`config.mk`:
```
export PLATFORM = sky130hd
export DESIGN_NAME = mbhf_ctrl
export DESIGN_NICKNAME = d
export VERILOG_FILES = /design/src/hdl/min_bond_harmonic_force_core_assert.svh /design/src/hdl/mbhf_pkg.sv /design/src/hdl/mbhf_ctrl.sv
export SDC_FILE = /design/constraint.sdc
export NUM_CORES = 1
export LEC_CHECK = 0
export BUFFER_PORTS_ARGS = -buffer_cell sky130_fd_sc_hd__buf_2
export CAP_MARGIN = 10
export CORE_MARGIN = 1.5
export CORE_UTILIZATION = 28
export CTS_BUF_LIST = sky130_fd_sc_hd__clkbuf_4 sky130_fd_sc_hd__clkbuf_8 sky130_fd_sc_hd__clkbuf_16
export CTS_CLUSTER_DIAMETER = 60
export DETAILED_ROUTE_END_ITERATION = 8
export PLACE_DENSITY = 0.44
export RECOVER_POWER = 50
export SYNTH_ARGS = -nofsm -noshare
export SYNTH_HDL_FRONTEND = slang
export SYNTH_SLANG_ARGS = --single-unit
```
`constraint.sdc`:
```
create_clock -name aclk -period 1.99 [get_ports aclk]
set_input_delay 0.199 -clock aclk [delete_from_list [all_inputs] [get_ports aclk]]
set_output_delay 0.199 -clock aclk [all_outputs]
set_load 0.05 [all_outputs]
```
`src/hdl/min_bond_harmonic_force_core_assert.svh`:
```
// assertion macros for the shortest-bond harmonic force block
// used by the top level only
`ifndef MIN_BOND_HARMONIC_FORCE_CORE_ASSERT_SVH
`define MIN_BOND_HARMONIC_FORCE_CORE_ASSERT_SVH
// implication checked on every rising clock edge outside reset
`define MBH_ASSERT_IMPL(label, clk, rstn, lhs, rhs, msg) \
    label: assert property (@(posedge clk) disable iff (!rstn) (lhs) |-> (rhs)) \
        else $error(msg);
// implication whose right side is checked in the cycle after the left side
`define MBH_ASSERT_NEXT(label, clk, rstn, lhs, rhs, msg) \
    label: assert property (@(posedge clk) disable iff (!rstn) (lhs) |=> (rhs)) \
        else $error(msg);
`endif

```
`src/hdl/mbhf_pkg.sv`:
```
// shared types and constants for the shortest-bond harmonic force block
// no dependencies
`default_nettype none
package mbhf_pkg;
    localparam int DATA_W = 32;
    localparam int LSQ_W  = 64;
    localparam int ROOT_W = 32;
    localparam int CFG_AW = 4;
    localparam logic [CFG_AW-1:0] ADDR_K_GAIN      = 4'h0;
    localparam logic [CFG_AW-1:0] ADDR_REST_LENGTH = 4'h4;
    localparam logic [CFG_AW-1:0] ADDR_FORCE_LIMIT = 4'h8;

    // shared multiplier phases
    localparam logic [2:0] PH_RK     = 3'd0;  // k times stretch
    localparam logic [2:0] PH_FX     = 3'd1;
    localparam logic [2:0] PH_FY     = 3'd2;
    localparam logic [2:0] PH_FZ     = 3'd3;
    localparam logic [2:0] PH_EN_LO  = 3'd4;  // low half of rk times stretch
    localparam logic [2:0] PH_EN_HI  = 3'd5;  // high half of rk times stretch
    localparam logic [2:0] PH_MAG    = 3'd6;  // latch clamped magnitude

    // controller to datapath commands
    typedef struct packed {
        logic accept;      // take an input word into the tracker
        logic start_eval;  // latch winner and begin finishing
        logic sqrt_step;   // one square root iteration
        logic div_init;    // load divider
        logic div_step;    // one divider iteration
        logic mul_step;    // one multiply step, index in the phase field
        logic [2:0] phase;
        logic finish;      // form result word
    } mbhf_cmd_t;

    typedef struct packed {
        logic applied;
        logic zero_root;
    } mbhf_status_t;
endpackage
`default_nettype wire

```
`src/hdl/mbhf_ctrl.sv`:
```
// controller: sequences accept, root, divide and multiply phases
// depends on mbhf_pkg
`default_nettype none
module mbhf_ctrl (
    input  wire logic                aclk,
    input  wire logic                aresetn,
    input  wire logic                in_fire,
    input  wire logic                in_last,
    input  wire logic                out_busy,
    input  wire mbhf_pkg::mbhf_status_t status,
    output mbhf_pkg::mbhf_cmd_t      cmd,
    output logic                     in_ready,
    output logic                     out_load
);
    import mbhf_pkg::*;

    localparam logic [3:0] ST_IDLE  = 4'd0;
    localparam logic [3:0] ST_LATCH = 4'd1;
    localparam logic [3:0] ST_SQRT  = 4'd2;
    localparam logic [3:0] ST_DINIT = 4'd3;
    localparam logic [3:0] ST_RK    = 4'd4;
    localparam logic [3:0] ST_DIV   = 4'd5;
    localparam logic [3:0] ST_MAG   = 4'd6;
    localparam logic [3:0] ST_MULS  = 4'd7;
    localparam logic [3:0] ST_FIN   = 4'd8;
    localparam logic [3:0] ST_OUT   = 4'd9;

    logic [3:0] state_reg, state_next;
    logic [6:0] cnt_reg, cnt_next;

    always_ff @(posedge aclk) begin
        if (!aresetn) begin
            state_reg <= ST_IDLE;
            cnt_reg <= '0;
        end else begin
            state_reg <= state_next;
            cnt_reg <= cnt_next;
        end
    end

    always_comb begin
        state_next = state_reg;
        cnt_next = cnt_reg;
        cmd = '0;
        in_ready = 1'b0;
        out_load = 1'b0;
        case (state_reg)
            ST_IDLE: begin
                in_ready = 1'b1;
                cmd.accept = in_fire;
                if (in_fire && in_last) state_next = ST_LATCH;
            end
            ST_LATCH: begin
                cmd.start_eval = 1'b1;
                cnt_next = '0;
                state_next = ST_SQRT;
            end
            ST_SQRT: begin
                cmd.sqrt_step = 1'b1;
                cnt_next = cnt_reg + 7'd1;
                if (cnt_reg == 7'd31) state_next = ST_DINIT;
            end
            ST_DINIT: begin
                cmd.div_init = 1'b1;
                state_next = ST_RK;
            end
            ST_RK: begin
                cmd.mul_step = 1'b1;
                cmd.phase = PH_RK;
                cnt_next = '0;
                state_next = ST_DIV;
            end
            ST_DIV: begin
                cmd.div_step = 1'b1;
                cnt_next = cnt_reg + 7'd1;
                if (cnt_reg == 7'd63) state_next = ST_MAG;
            end
            ST_MAG: begin
                // latch the clamped magnitude from quotient and remainder
                cmd.mul_step = 1'b1;
                cmd.phase = PH_MAG;
                state_next = ST_MULS;
                cnt_next = 7'd0;
            end
            ST_MULS: begin
                // rk was shifted out by the divider; recompute it for energy first
                cmd.mul_step = 1'b1;
                case (cnt_reg[2:0])
                    3'd0: cmd.phase = PH_RK;
                    3'd1: cmd.phase = PH_FX;
                    3'd2: cmd.phase = PH_FY;
                    3'd3: cmd.phase = PH_FZ;
                    3'd4: cmd.phase = PH_EN_LO;
                    default: cmd.phase = PH_EN_HI;
                endcase
                cnt_next = cnt_reg + 7'd1;
                if (cnt_reg == 7'd5) state_next = ST_FIN;
            end
            ST_FIN: begin
                if (!out_busy) begin
                    cmd.finish = 1'b1;
                    state_next = ST_OUT;
                end
            end
            ST_OUT: begin
                out_load = 1'b1;
                state_next = ST_IDLE;
            end
            default: state_next = ST_IDLE;
        endcase
    end

    logic unused;
    assign unused = ^{status.applied, status.zero_root};
endmodule
`default_nettype wire

```
Yosys cells after proc, flatten, opt, wreduce, memory -nomap -nowiden --
Index checks and enable logic that the tools add are counted.
Operators by class: $add $sub $neg 1, equal/unequal tests 21, muxes and demuxes 18, reduce and logical (&&, ||, !) cells 7
Operators with widths (count):
- case mux 4 bit (9 select lines) | 1
- two-way mux 4 bit | 5
- equality test 4 x 3 -> 1 bit (second input constant) | 4
- case mux 3 bit (5 select lines) | 1
- case mux 7 bit (2 select lines) | 1
- case mux 4 bit (3 select lines) | 1
- != test 2 bit (second input constant) | 5
- two-way mux 1 bit | 9
- equality test 4 x 2 -> 1 bit (second input constant) | 2
- equality test 4 bit (second input constant) | 2
- adder 7 x 1 -> 7 bit (second input constant) | 1
- equality test 7 x 3 -> 1 bit (second input constant) | 1
- equality test 7 x 5 -> 1 bit (second input constant) | 1
- equality test 7 x 6 -> 1 bit (second input constant) | 1
- equality test 3 x 2 -> 1 bit (second input constant) | 2
- OR reduction 3 bit | 2
- AND reduction 5 bit | 1
- equality test 4 x 1 -> 1 bit (second input constant) | 1
- zero test 4 bit | 1
- equality test 3 x 1 -> 1 bit (second input constant) | 1
- equality test 3 bit (second input constant) | 1
- zero test 3 bit | 1
- nonzero test 2 bit | 1
- logical AND 1 bit | 1
Storage, ports and cells: register bits after elaboration 11, input port bits 7

Longest topological paths before layout --
word-level depth 3, gate-level depth with buffers 7

Worst setup path after synthesis --
OpenSTA, ideal clock, no wires.
path kind reg-to-output, start point register state_reg[1], end point output cmd[9] in the netlist's numbering, data arrival time 2.751 ns, required time 1.791 ns, setup slack -0.960 ns, cell stages (with the launch flop) 5, path buffers 2, cells stage by stage dfxtp_1 -> buf_4 -> clkbuf_1 -> nor4_1 -> and2_1
RTL lines:
- from (decl) | line mbhf_ctrl.sv:28 | logic [3:0] state_reg, state_next;
- from (signal assigned) | line mbhf_ctrl.sv:36 | state_reg <= state_next;
- to (decl) | line mbhf_ctrl.sv:11 | output mbhf_pkg::mbhf_cmd_t cmd,

Worst setup path after layout --
start point register state_reg[2], end point output out_load
Between the ends: word-level cells in the longest chain between the ends 2
Ends and longest elaborated chain:
- equality test 4 bit | line mbhf_ctrl.sv:47 | case (state_reg)
- two-way mux 1 bit | line mbhf_ctrl.sv:47
- to (decl) | line mbhf_ctrl.sv:13 | output logic out_load
Every way passes these cells.

==> summary.md <==
| Metric | Value |
|---|---|
| HPWL Detailed | 1563 um |
| I/O pin total | 19 |
| Area Growth Syn to Fin | 27.03% |
| Nets@finish | 146 |
| Distinct cells, synth | 39 |
| Maximum operating frequency | 0.5567 GHz |
| Most common cell after layout, fill and taps aside | nor2_1 |
| FP Rows | 20 |
| Final std cells w/o fill | 177 |
| Post-synth EDFFs | 0 |
| Drt total wl | 2084 um |
| Storage element area | 224.0 um^2 |
| Later-pin clock latency in the skew report | 0.27 ns |
| Antenna violations before repair | 0 |
| Switching Fraction | 0.4945 |
| Int Pwr | 568.7 uW |
| Routed WL per cell | 11.77 um |
| Slew Limit Headroom | 0.6540 |
| Largest net degree at the start of global routing | 16 |
| Placer's final routability congestion estimate | 0.7227 |
| Iteration-0 DRC Markers | 26 |
| Max_cap viols | 0 |
| Synthesized Nets | 124 |
| Critical path cell sequence | buf_4 -> nand2b_1 -> nor3b_2 -> buf_2 |
| Grt total ovfl | 0 |
| Final setup violating endpoints | 0 |
| Total CTS buffers | 3 |
| CTS max path bufs | 2 |
| Slew Viols, Final | 0 |
| Worst-case clock skew | 0.007117 ns |
| Startpoint class of the critical path | flip-flop |
| Seq pwr share | 0.292 |
| Hold buffers post-CTS | 0 |
| Mapped cell area | 879.6 um^2 |
| Fin area | 0.001117 mm^2 |
| Seq/Total Area, Yosys | 0.2504 |
| Vias per cell | 4.746 |
| Net switching power figure | 556.2 uW |
| Die area | 0.003487 mm^2 |
| RSZ-0062 raised after global routing | no |
| Worst-margin pin slew | 0.5151 ns |
| Crit. End Element | primary output |
| Vias | 840 |
| Multi-input gate area | 659.4 um^2 |
| DRT antenna net count | 0 |
| Power Density | 1007 mW/mm^2 |
| DRC | 0 |
| Ys flop type | dfxtp_1 |
| Critical path type | flip-flop to primary output |
| Placed cell count | 173 |
| Shortest period the worst path allows | 1.796 ns |
| Period utilization | 0.9027 |
| Root Driver | clkbuf_4 |
| FILL cells | 338 |
| Share of layout cells above drive strength 1 | 0.3008 |
| H-tree levels | 1 |
| Core area | 0.003028 mm^2 |
| CTS tree | built |
| Number of flip-flops in the largest register | 7 |
| Commonest non-fill, non-tap cells in the layout | 15 x nor2_1, 12 x buf_2, 8 x a21oi_1, 8 x nand2_1, 8 x dfxtp_1 |
| Final Hold Violating Endpoints | 0 |
| Fin util | 0.3690 |
| Slowest Stage Delay on Critical Path | 0.44 ns |
| Initial Utilization | 0.2905 |
| WP data arrival | 1.60 ns |
| I/O Buffers | 16 |
| Buf/Inv on CP | 2 |
| Worst-path clk slew | 0.07 ns |
| Global Route Usage Sum | 0.1389 |
| Post-CTS Resized | 2 |
| TritonCTS Sinks | 11 |
| Count of state elements after synthesis | 11 |
| Crit Path Max Fanout | 11 |
| CP Data Required Time | 1.79 ns |
| DR pass1 iterations | 4 |
| Post-layout power | 1125 uW |
| Yosys warns | 0 |
| Post-CTS Setup Bufs | 0 |
| Combinational share of power | 0.572 |
| Synthesized netlist cell count | 112 |
| CP top delay family | buffers and inverters |
| Ant diodes | 0 |
| Clock power frac | 0.136 |
| LEAKAGE | 0.0004310 uW |
| Die W | 59.05 um |
| Syn Area/Cell | 7.854 um^2 |
| Number of global-route vias before repair | 825 |
| Hold Crit Class | input pin to flip-flop |
| First-pass GRT wire length | 3691 um |
| Peak supply drop | 0.4299 mV |
| Outcome | finished clean |
| Chip height | 59.05 um |
| Asr flop ratio synth | 0 |
| Critical Path Slowest Stage Cell | dfxtp_1 |
| Dpl cell area | 0.001075 mm^2 |
==> power by group through the flow <==
stage                     registers (uW)  clock network [uW]  logic (uW)
after detailed placement             324                   0         657
final                                328                 153         644
after CTS                            319                 158         662
after global placement               321                   0         654
after global routing                 340                 176         715
after floorplan                      287                   0         554
==> metrics by stage <==
step                      setup TNS (ns)  hold WS [ns]  worst slack (ns)
after CTS                              0        0.2320           0.02033
after global placement                 0        0.5159            0.2494
after global routing                   0        0.2412           0.05494
after detailed placement               0        0.5157            0.2230
after floorplan                 -0.02892        0.3272          -0.02304
final                                  0        0.2312            0.1937
==> Yosys cell counts (3+ instances only) <==
master    instances  share of area
nor4_1            3          0.021
nand3b_1          3          0.026
nor2_1           15          0.064
nand4b_1          3          0.030
o21ai_0           3          0.017
dfxtp_1          11           0.25
inv_1             4          0.017
nand2_1           8          0.034
ha_1              5          0.071
a21oi_1           8          0.046
o21ai_1           4          0.023
nor3_1            3          0.017
xnor2_1           5          0.050
==> cell type report <==
class                   count  area share
clock inverters             1    0.004479
multi-input cells          91      0.5901
flip-flops and latches     11      0.2004
clock buffers               3     0.02016
inverters                   4     0.01344
repair buffers             23      0.1221
well taps                  44     0.04927
==> tightest hold or removal path, stage by stage <==
cell	delay [ns]
buf_2	0.11
nand4b_1	0.09
a21boi_1	0.06
==> layer usage <==
metal	wire (um)	share of wire	GRT usage
met2	1002	0.48	0.2238
met4	12	0.0058	0.02922
met5	0	0	0
met1	989	0.47	0.1815
met3	79	0.038	0.04585
==> path summary, 6_finish.rpt <==
check	start	end	slack, ns	cells after the start
min reg2reg	cnt_reg[6]	cnt_reg[6]	0.55	2
min	out_busy	state_reg[3]	0.23	3
max	state_reg[2]	out_load	0.19	4
max reg2reg	state_reg[2]	state_reg[2]	0.22	4
==> logic make-up (layout without fill, tap and decap cells) <==
group,after synthesis,after routing,share of synthesized area
AOI/OAI and AO/OA,24,24,0.1622
adders and majority gates,5,5,0.07112
and+or+nand+nor,54,54,0.3784
muxes,2,2,0.02418
DFF,11,11,0.2504
buffers and inverters,10,31,0.05405
xor gates and xnor gates,6,6,0.05974
(Power assumes the default switching activity.)
